$ cat src/u8d_pkg.sv
// shared types and constants for the utf-8 stream decoder
// used by u8d_step, utf8_stream_decoder and u8d_checker; no dependencies
package u8d_pkg;

  localparam int ByteW  = 8;
  localparam int CpW    = 31;
  localparam int CountW = 3;
  localparam int ContW  = 6;

  typedef logic [ByteW-1:0]  byte_t;
  typedef logic [CpW-1:0]    cp_t;
  typedef logic [CountW-1:0] count_t;

  // payload masks kept from each kind of lead byte
  localparam byte_t MaskTwo   = 8'h1F;
  localparam byte_t MaskThree = 8'h0F;
  localparam byte_t MaskFour  = 8'h07;
  localparam byte_t MaskFive  = 8'h03;
  localparam byte_t MaskSix   = 8'h01;

  // one decode step's outcome
  typedef struct packed {
    logic   emit;
    cp_t    code_point;
    count_t bytes_used;
  } result_t;

endpackage

$ cat src/utf8_stream_decoder.sv
// utf-8 stream decoder: an accepted word is held in the input register, and the result
// of a sequence's last word is registered on out_*; throughput one word per cycle while
// out_ready does not stall it, set by the single input-register to result-register pass through u8d_step
// synchronous active-low reset clears the input and result valids and the
// sequence state (decoder waits for a lead word); depends on u8d_pkg, u8d_step
module utf8_stream_decoder (
  input  logic                clk,
  input  logic                rst_n,
  input  logic                in_valid,
  output logic                in_ready,
  input  u8d_pkg::byte_t      in_byte_in,
  output logic                out_valid,
  input  logic                out_ready,
  output u8d_pkg::cp_t        out_code_point,
  output u8d_pkg::count_t     out_bytes_used
);

  logic              in_vld_r;
  u8d_pkg::byte_t    byte_r;
  logic              out_vld_r;
  u8d_pkg::cp_t      cp_r;
  u8d_pkg::count_t   used_r;
  logic              out_free;
  logic              step;
  u8d_pkg::result_t  res;

  // a held word moves on whenever the result register can take a result
  assign out_free = !out_vld_r || out_ready;
  assign step     = in_vld_r && out_free;
  assign in_ready = !in_vld_r || step;

  // input register
  always_ff @(posedge clk) begin
    if (!rst_n) begin
      in_vld_r <= 1'b0;
    end else if (in_ready) begin
      in_vld_r <= in_valid;
    end
  end

  always_ff @(posedge clk) begin
    if (in_valid && in_ready) begin
      byte_r <= in_byte_in;
    end
  end

  u8d_step u_step (
    .clk    (clk),
    .rst_n  (rst_n),
    .step   (step),
    .byte_i (byte_r),
    .result (res)
  );

  // result register
  always_ff @(posedge clk) begin
    if (!rst_n) begin
      out_vld_r <= 1'b0;
    end else if (step) begin
      out_vld_r <= res.emit;
    end else if (out_ready) begin
      out_vld_r <= 1'b0;
    end
  end

  always_ff @(posedge clk) begin
    if (step && res.emit) begin
      cp_r   <= res.code_point;
      used_r <= res.bytes_used;
    end
  end

  assign out_valid      = out_vld_r;
  assign out_code_point = cp_r;
  assign out_bytes_used = used_r;

endmodule

$ cat src/u8d_step.sv
// sequence state and one-word decode step of the utf-8 stream decoder
// depends on u8d_pkg
module u8d_step (
  input  logic              clk,
  input  logic              rst_n,
  input  logic              step,
  input  u8d_pkg::byte_t    byte_i,
  output u8d_pkg::result_t  result
);

  u8d_pkg::cp_t    pv_r, pv_nxt;
  u8d_pkg::count_t rem_r, rem_nxt;
  u8d_pkg::count_t taken_r, taken_nxt;
  u8d_pkg::cp_t    acc;
  u8d_pkg::count_t taken_inc;

  // continuation merge: six new low bits under the shifted accumulator
  assign acc       = {pv_r[u8d_pkg::CpW-u8d_pkg::ContW-1:0], byte_i[u8d_pkg::ContW-1:0]};
  assign taken_inc = taken_r + u8d_pkg::count_t'(1);

  // next state and result
  always_comb begin
    pv_nxt            = pv_r;
    rem_nxt           = rem_r;
    taken_nxt         = taken_r;
    result.emit       = 1'b0;
    result.code_point = '0;
    result.bytes_used = '0;
    if (step) begin
      if (rem_r != '0) begin
        if (rem_r == u8d_pkg::count_t'(1)) begin
          result.emit       = 1'b1;
          result.code_point = acc;
          result.bytes_used = taken_inc;
          pv_nxt            = '0;
          rem_nxt           = '0;
          taken_nxt         = '0;
        end else begin
          pv_nxt    = acc;
          rem_nxt   = rem_r - u8d_pkg::count_t'(1);
          taken_nxt = taken_inc;
        end
      end else begin
        taken_nxt = u8d_pkg::count_t'(1);
        case (byte_i) inside
          [8'h00:8'h7F]: begin
            result.emit       = 1'b1;
            result.code_point = u8d_pkg::cp_t'(byte_i);
            result.bytes_used = u8d_pkg::count_t'(1);
            taken_nxt         = '0;
          end
          [8'hFE:8'hFF]: begin
            result.emit       = 1'b1;
            result.bytes_used = u8d_pkg::count_t'(1);
            taken_nxt         = '0;
          end
          [8'hFC:8'hFD]: begin
            pv_nxt  = u8d_pkg::cp_t'(byte_i & u8d_pkg::MaskSix);
            rem_nxt = u8d_pkg::count_t'(5);
          end
          [8'hF8:8'hFB]: begin
            pv_nxt  = u8d_pkg::cp_t'(byte_i & u8d_pkg::MaskFive);
            rem_nxt = u8d_pkg::count_t'(4);
          end
          [8'hF0:8'hF7]: begin
            pv_nxt  = u8d_pkg::cp_t'(byte_i & u8d_pkg::MaskFour);
            rem_nxt = u8d_pkg::count_t'(3);
          end
          [8'hE0:8'hEF]: begin
            pv_nxt  = u8d_pkg::cp_t'(byte_i & u8d_pkg::MaskThree);
            rem_nxt = u8d_pkg::count_t'(2);
          end
          [8'hC0:8'hDF]: begin
            pv_nxt  = u8d_pkg::cp_t'(byte_i & u8d_pkg::MaskTwo);
            rem_nxt = u8d_pkg::count_t'(1);
          end
          default: begin
            // stray continuation as lead: kept whole, one more word
            pv_nxt  = u8d_pkg::cp_t'(byte_i);
            rem_nxt = u8d_pkg::count_t'(1);
          end
        endcase
      end
    end
  end

  // state registers
  always_ff @(posedge clk) begin
    if (!rst_n) begin
      pv_r    <= '0;
      rem_r   <= '0;
      taken_r <= '0;
    end else begin
      pv_r    <= pv_nxt;
      rem_r   <= rem_nxt;
      taken_r <= taken_nxt;
    end
  end

endmodule

$ cat config.mk
export PLATFORM = sky130hd
export DESIGN_NAME = utf8_stream_decoder
export DESIGN_NICKNAME = d
export VERILOG_FILES = /design/src/u8d_pkg.sv /design/src/utf8_stream_decoder.sv /design/src/u8d_step.sv
export SDC_FILE = /design/constraint.sdc
export NUM_CORES = 1
export LEC_CHECK = 0
export CORE_ASPECT_RATIO = 0.9
export CORE_MARGIN = 3
export CORE_UTILIZATION = 45
export DETAILED_ROUTE_END_ITERATION = 8
export DONT_BUFFER_PORTS = 1
export SETUP_SLACK_MARGIN = 0.2
export SLEW_MARGIN = 40
export SYNTH_ARGS = -nofsm -noshare
export SYNTH_HDL_FRONTEND = slang
export SYNTH_SLANG_ARGS = --single-unit
export TNS_END_PERCENT = 10
$ cat constraint.sdc
create_clock -name clk -period 3.8 [get_ports clk]
set_input_delay 0.19 -clock clk [delete_from_list [all_inputs] [get_ports clk]]
set_output_delay 0.19 -clock clk [all_outputs]
set_load 0.02 [all_outputs]
; Yosys cells after proc, flatten, opt, wreduce, memory -nomap -nowiden
; Cells that the tools add are included.
[op_classes]
addsub = 2
magnitude_cmp = 14
eq_ne = 3
mux = 31
reduce_logical = 17
[ops]
columns = operator, n
row1 = $mux 25, 7
row2 = $mux 35, 3
row3 = $ge 8x8->1 const B, 6
row4 = $le 8x8->1 const B, 6
row5 = $mux 3, 11
row6 = $mux 8, 3
row7 = $logic_and 1x1->1, 10
row8 = $ge 8x1->1 const B, 1
row9 = $le 8x7->1 const B, 1
row10 = $mux 1, 6
row11 = $ne 2x1->1 const B, 2
row12 = $add 3x1->3 const B, 1
row13 = $eq 3x1->1 const B, 1
row14 = $reduce_and 3->1, 1
row15 = $reduce_bool 3->1, 1
row16 = $sub 3x1->3 const B, 1
row17 = $logic_not 1->1, 2
row18 = $logic_or 1x1->1, 2
row19 = $mux 2, 1
row20 = $reduce_bool 2->1, 1
[totals]
ff_bits = 75
input_bits = 12
out_inout_bits = 36
wordCells = 75

; Depth between registers and ports, before layout
; Gate-level depths: netlist (run 1).
[depth]
ltp_word = 10
mapped_depth = 8

; Hierarchy
; A second synthesis (run 1) with hierarchy kept.
[hier_totals]
hier_cells = 274
area_unflattened_um2 = 3089.2
[by_module_without_submodules]
columns = mod, instances, cells_each, area_per_inst_um2, seq_area_each_um2
row1 = u8d_step, 1, 219, 1715.4, 620.6
row2 = utf8_stream_decoder, 1, 55, 1373.8, 1301.2

; Worst setup path after synthesis (run 1)
; No wires, ideal clock.
[synth_timing]
path_type = register to register
start = reg u_step.rem_r[0]
end = reg used_r[0], in the netlist out_bytes_used[0] (enable)
setup_time_ns = 0.425
t_arrival_ns = 2.831
required_time_ns = 3.375
slack_ns = 0.544
path_stages_with_launch = 8
period_less_slack_ns = 3.256
path_cell_list = dfxtp_1 > inv_1 > ha_1 > nand2b_4 > clkbuf_1 > nor4_1 > nor2_1 > nor2_1
[synth_via]
elab_chain_len = 5
elab_cells_between_ends = 6
classes_between = eq/ne (1) / mux (3) / reduce/logical (2)
[synth_rtl]
columns = element, line
row1 = "start, declared", u8d_step.sv:12  ; u8d_pkg::count_t rem_r, rem_nxt;
row2 = "start signal, assigned", u8d_step.sv:95  ; rem_r <= rem_nxt;
row3 = $eq 3x1->1, u8d_step.sv:31  ; if (rem_r == u8d_pkg::count_t'(1)) begin
row4 = $mux 35, u8d_step.sv:31
row5 = $mux 35 *, u8d_step.sv:30  ; if (rem_r != '0) begin
row6 = $mux 35 *, u8d_step.sv:29  ; if (step) begin
row7 = $logic_and 1x1->1 *, utf8_stream_decoder.sv:67  ; if (step && res.emit) begin
row8 = "end signal, assigned", utf8_stream_decoder.sv:69  ; used_r <= res.bytes_used;
row9 = "end, declared", utf8_stream_decoder.sv:22  ; u8d_pkg::count_t used_r;
; Mark *: on every way between the ends. The rest lies on a longest branch, timed or not.
; A chain may end at the register's enable or synchronous reset.

; Final worst setup path (run 1)
[layout_timing]
start = reg u_step.rem_r[0]
end = reg cp_r[23], in the netlist out_code_point[23] (enable)
[layout_via]
elab_chain_len = 5
elab_cells_between_ends = 6
classes_between = eq/ne (1) / mux (3) / reduce/logical (2)
[layout_rtl]
columns = element, line
row1 = $eq 3x1->1, u8d_step.sv:31
row2 = $mux 35, u8d_step.sv:31
row3 = $mux 35 *, u8d_step.sv:30
row4 = $mux 35 *, u8d_step.sv:29
row5 = $logic_and 1x1->1 *, utf8_stream_decoder.sv:67
row6 = "end signal, assigned", utf8_stream_decoder.sv:68  ; cp_r <= res.code_point;
row7 = "end, declared", utf8_stream_decoder.sv:21  ; u8d_pkg::cp_t cp_r;
; Marks and branches as above.

==> impl_metrics.ini, run 1 <==
[worst_setup_path]
crit_chain = inv_1, ha_1, or2b_1, a21oi_1, nor2_1, nor2_4, buf_4
end_kind = flop
cpMaxStageDelayCell = a21oi_1
cpPeakStageDelay_ps = 480
reg2regPathDepth = 7
start_kind = flop
crit_type = reg2reg
r2r_slack_ps = 1290
crit_fanout = 34
critical_path_arrival_ps = 2510
worstReg2RegStart = u_step.rem_r[0]$_SDFFE_PN0P_
worstPathRequired_ps = 3800
r2r-end = out_code_point[23]$_SDFFCE_PN0P_

[synth]
ys_seq_area_frac = 0.642
synth_fp_nets = 254
syn_area_mm2 = 0.00299
syn_avg_cell_area_um2 = 12.6
netlist_instances = 238
synth-edff-count = 42
ys_async_sr_fraction = 0
yosysUniqueCellTypes = 42
yosys_most_used_dff = edfxtp_1
ys_ff_latch = 75
ys_warn_count = 0

[cts]
cts_max_path_buffers = 2
cts_tree = done
h-tree-depth = 3
clk_pin_slew_worst_paths_ps = 80
post_cts_resized = 0
cts_made_buffers = 9
cts_root_buffer = clkbuf_8
holdBufCountCts = 10
postCtsSetupBuffers = 0
clk-insertion-delay-late_ps = 350
cts_sinks = 75

[pwr]
irDropWorstVdd_mv = 0.286
leakagePower_uw = 0.00129
powerDensity_mw_per_mm2 = 496

[sta]
finalMaxSlewViolations = 0
fin_skew_ps = 9.65
grt_setup_unrepaired = no
finalCriticalPeriod_ps = 2510
final_hold_viol_count = 0
period_share = 0.660
finalSetupTns_ps = 0
fmax_ghz = 0.399
relSlewSlack = 0.567
final-setup-viol-count = 0
worst_pin_slew_ps = 650

[run_status]
outcome = completed

[global_route]
grt-ovfl-total = 0
grt_max_degree = 35
grt.total_usage = 0.164
grt_pass1_vias = 1841
grt_pass1_wl_mm = 9.65
antenna_found_initial = 0

[route]
ant_nets = 0
via_per_inst = 5.61
dr.pass1.iters = 4
routed_wirelength_mm = 5.93
drtIter0Drc = 175
num_vias = 1896
wl_per_cell_um = 17.6
drc = 0

[place]
dp.cells = 312
io_buffers = 0
hpwl_mm = 3.82
gp_congestion = 0.910

[hold_path]
hold_depth = 3
hp-class = in2reg
min-delay-start = out_ready
min_to = in_vld_r$_SDFFE_PN0N_

[cells_and_area]
n_antenna_cell = 0
stdcell_count = 338
final_cell_mix = edfxtp_1, and3_1, dfxtp_1
final_nets = 262
syn2layout_area_growth_pct = 11.7
drive_gt1_frac = 0.108
final_common_cell = edfxtp_1

[floorplanning]
coreArea_mm2 = 0.00628
start_util = 0.477
rows = 27
io_pins = 48
die-area_mm2 = 0.00767
dieHeight_um = 83.4
die_w_um = 92.0

[run]
drv_cap = 0
cell type report:
type / instances / area (um2)
fill: 569 / 2940
sequential: 75 / 1920
multi-input combinational: 143 / 970
clock buffer: 9 / 124
timing repair buffer: 13 / 123
tap: 87 / 109
clock inverter: 7 / 82.6
inverter: 4 / 15.0
per-layer routing:
metal,vias to the layer above,wire length (um),GRT usage
li1,924,-,-
met1,897,2910,0.226
met2,71,2620,0.228
met3,4,341,0.0616
met4,0,60,0.0702
met5,-,0,0
worst max-delay path by stage:
stage | start | endpoint | slack, ps | depth (start not counted)
detailed placement | u_step.rem_r[0]$_SDFFE_PN0P_ | out_bytes_used[0]$_SDFFCE_PN0P_ | 1310 | 7
floorplan | u_step.rem_r[0]$_SDFFE_PN0P_ | out_bytes_used[0]$_SDFFCE_PN0P_ | 540 | 7
CTS | u_step.rem_r[0]$_SDFFE_PN0P_ | out_code_point[23]$_SDFFCE_PN0P_ | 1290 | 7
global placement | u_step.rem_r[0]$_SDFFE_PN0P_ | out_code_point[26]$_SDFFCE_PN0P_ | 1400 | 7
global route | u_step.rem_r[0]$_SDFFE_PN0P_ | out_code_point[4]$_SDFFCE_PN0P_ | 1070 | 7
finish | u_step.rem_r[0]$_SDFFE_PN0P_ | out_code_point[23]$_SDFFCE_PN0P_ | 1290 | 7
worst max-delay path: cells and delay by family, from the launching register on:
kind                       cells  cell delay [ps]
AOI/OAI and AO/OA              1              480
adders and majority gates      1              340
buffers and inverters          2              480
DFF                            1              330
and+or+nand+nor                3              510
kinds of logic (layout without fill, tap and decap cells):
group	after synthesis	in the layout	share of synthesized area
compound gates	53	53	0.132
xor+xnor	1	1	0.00293
fa+ha+maj	4	4	0.0167
buf+inv	20	33	0.0368
flops	75	75	0.642
simple gates	85	85	0.169
synth_stat cells, types with 2 or more instances:
library cell,count,share of area
buf_2,4,0.0067
clkbuf_1,8,0.010
inv_1,4,0.0050
o21ai_0,5,0.0084
edfxtp_1,42,0.42
dfxtp_1,33,0.22
nor2b_1,4,0.0084
and3_1,34,0.071
o221a_2,2,0.0075
nand2b_1,3,0.0063
nand3_1,2,0.0033
a21oi_1,14,0.023
nor3_1,3,0.0050
nand4_1,6,0.013
buf_6,4,0.015
nor2_1,11,0.014
ha_1,4,0.017
nor4_1,2,0.0042
nand2_1,10,0.013
a22o_1,21,0.061
registers in the layout (all words and copies together) (netlist names):
signal and cells:
u_step.pv_r 25, u_step.taken_r 3, out_code_point 31, u_step.rem_r 3
out_bytes_used 3, in_vld_r 1, byte_r 8, out_valid 1
report_power, final:
group	internal [uW]	switching [uW]	total (uW)	leakage, uW
sequential	879	31.6	910	0.000681
clock	315	322	636	0.0000988
combinational	41.5	71.0	112	0.000510
metrics by stage:
stage	instance area, um2	hold WS, ps	total power (uW)	setup WS (ps)	util
after floorplan	2990	289	1010	544	-
after global placement	3040	289	1030	1400	0.483
after detailed placement	3040	289	1030	1310	0.483
after CTS	3340	124	1680	1290	0.532
after global routing	3340	148	1730	1070	0.532
final	3340	145	1660	1290	0.532
Note: power is estimated with default switching activity, not from simulation.
==> run 2, diff against run 1 <==
Settings changed: ABC_AREA set to 1.
Clock period 3.8 ns to 2.25 ns, I/O delays scaled along.
==> run 2 against run 1 <==
Via count up 5.4%. Critical path depth up 2. Non-clock buffer count up 2. Clock-buffer cell count up 2. Clock skew up 5.3 ps. Design area up 5.6%. Critical path type unchanged. Largest power group unchanged.
==> impl_metrics.ini, run 2 <==
[cts]
clk-insertion-delay-late_ps = 340
cts_root_buffer = clkbuf_8
clk_pin_slew_worst_paths_ps = 80
cts_made_buffers = 9
cts_sinks = 75
cts_tree = done
h-tree-depth = 3
cts_max_path_buffers = 2

[worst_setup_path]
end_kind = flop
r2r_slack_ps = 340
cpPeakStageDelay_ps = 340
start_kind = flop
crit_fanout = 26
crit_family = simple AND/OR/NAND/NOR gates
crit_chain = inv_1, ha_1, inv_1, nor2_4, nand2_2, nand2_1, nand2_1, nand2_2, buf_12
cpMaxStageDelayCell = dfxtp_1
r2r-end = out_code_point[10]$_SDFFCE_PN0P_
worstPathRequired_ps = 2290
worstReg2RegStart = u_step.rem_r[0]$_SDFFE_PN0P_
crit_type = reg2reg
path_buf_inv = 3
critical_path_arrival_ps = 1940
reg2regPathDepth = 9

[sta]
final_hold_viol_count = 0
finalMaxSlewViolations = 0
fmax_ghz = 0.524
finalSetupTns_ps = 0
period_share = 0.849
holdWs_ps = 218
setup_slack_ps = 340
worst_pin_slew_ps = 681
finalCriticalPeriod_ps = 1910
fin_skew_ps = 14.9
final-setup-viol-count = 0
relSlewSlack = 0.545
grt_setup_unrepaired = no

[floorplanning]
rows = 28
dieHeight_um = 84.9
start_util = 0.468
die_w_um = 93.7
die-area_mm2 = 0.00796
coreArea_mm2 = 0.00666
io_pins = 48

[global_route]
grt_max_degree = 30
grt_pass1_wl_mm = 9.36
grt-ovfl-total = 0
antenna_found_initial = 0
grt.total_usage = 0.152
grt_pass1_vias = 1939

[place]
io_buffers = 0
dp_slack_ps = 351
gp_congestion = 0.852
hpwl_mm = 3.81

[cells_and_area]
syn2layout_area_growth_pct = 13.4
final_cell_mix = nand2_1, edfxtp_1, nor2_1
fill_cells = 598
final_common_cell = nand2_1
final_nets = 339
largest_reg_flops = 31
n_antenna_cell = 0
drive_gt1_frac = 0.201

[hold_path]
hp-class = in2reg
min-delay-start = rst_n
hold_depth = 2
min_to = u_step.pv_r[17]$_SDFFE_PN0P_

[synth]
yosys_most_used_dff = edfxtp_1
synth-edff-count = 42
ys_async_sr_fraction = 0
synthTopCellsByCount = nand2_1, edfxtp_1, inv_1, nor2_1, dfxtp_1
syn_avg_cell_area_um2 = 10.1
syn_area_mm2 = 0.00311
ys_ff_latch = 75
synth_most_common_cell = nand2_1
synth_fp_nets = 323
yosysTopAreaCell = edfxtp_1
synth_top_area_frac = 0.405
synth_area_leaders = edfxtp_1, dfxtp_1, nand2_1
ys_warn_count = 0
netlist_instances = 307
yosysUniqueCellTypes = 28
ys_seq_area_frac = 0.617

[route]
num_vias = 1999
via_per_inst = 4.78
dr.pass1.iters = 4
drc = 0
drtIter0Drc = 119
wl_per_cell_um = 13.3
routed_wirelength_mm = 5.58
ant_nets = 0

[pwr]
p_seq_frac = 0.535
internal_power_uw = 2240
powerDensity_mw_per_mm2 = 817
netSwitchingFraction = 0.224
clock_power_share = 0.399
leakagePower_uw = 0.00118
p_comb_frac = 0.066
p_switching_uw = 646
irDropWorstVdd_mv = 0.501

[run_status]
outcome = completed

[run]
drv_cap = 0
-- run 2: timing repair --
action | 4_1_cts | 5_1_grt
hold endpoints to repair | 15 | 0
hold buffers | 11 | 0
setup buffers | 0 | 0
resized for setup | 0 | 1
setup endpoints to repair | 0 | 2
-- run 2: metal layers --
layer	part of all wire	GRT usage
met5	0	0
met4	0.011	0.0577
met3	0.040	0.0479
met2	0.48	0.245
met1	0.47	0.191
-- run 2: power groups by stage --
| stage | Clock (uW) | Sequential (uW) | Combinational [uW] |
|---|---|---|---|
| after floorplan | 0 | 1570 | 146 |
| after global placement | 0 | 1580 | 175 |
| after detailed placement | 0 | 1580 | 176 |
| after CTS | 1190 | 1550 | 192 |
| after global routing | 1230 | 1550 | 217 |
| final | 1150 | 1550 | 190 |
-- run 2: metrics by stage --
stage / power, uW / cells / area (um2) / util
CTS: 2920 / 418 / 3530 / 0.530
floorplan: 1710 / 307 / 3120 / -
detailed placement: 1750 / 391 / 3190 / 0.479
global route: 3000 / 418 / 3530 / 0.531
finish: 2890 / 418 / 3530 / 0.531
global placement: 1750 / 391 / 3190 / 0.479
-- run 2: how the worst max path moves through the flow --
stage | startpoint | end | slack (ps) | cells past startpoint
6_report | u_step.rem_r[0]$_SDFFE_PN0P_ | out_code_point[10]$_SDFFCE_PN0P_ | 340 | 9
5_1_grt | u_step.rem_r[1]$_SDFFE_PN0P_ | out_code_point[15]$_SDFFCE_PN0P_ | 220 | 9
3_3_place_gp | u_step.rem_r[0]$_SDFFE_PN0P_ | out_code_point[20]$_SDFFCE_PN0P_ | 390 | 9
2_1_floorplan | u_step.rem_r[0]$_SDFFE_PN0P_ | out_bytes_used[0]$_SDFFCE_PN0P_ | 310 | 8
3_5_place_dp | u_step.rem_r[0]$_SDFFE_PN0P_ | out_code_point[17]$_SDFFCE_PN0P_ | 350 | 9
4_1_cts | u_step.rem_r[0]$_SDFFE_PN0P_ | out_code_point[9]$_SDFFCE_PN0P_ | 330 | 9
-- run 2: final cells by class --
type	count	area [um2]	area share
clock inverters	5	75.1	0.0213
flip-flops and latches	75	1920	0.544
inverters	43	165	0.0468
repair buffers	15	153	0.0432
well taps	90	113	0.0319
multi-input cells	179	952	0.270
clock buffers	11	153	0.0432
-- run 2: cells by family (layout without fill, tap and decap cells) --
| kind of cell | count (synthesis) | in the layout | share of synthesized area |
|---|---|---|---|
| buffers and inverters | 53 | 74 | 0.0779 |
| AOI/OAI and AO/OA | 49 | 49 | 0.104 |
| and+or+nand+nor | 124 | 124 | 0.180 |
| DFF | 75 | 75 | 0.617 |
| adders and majority gates | 4 | 4 | 0.0161 |
| xor gates and xnor gates | 2 | 2 | 0.00563 |
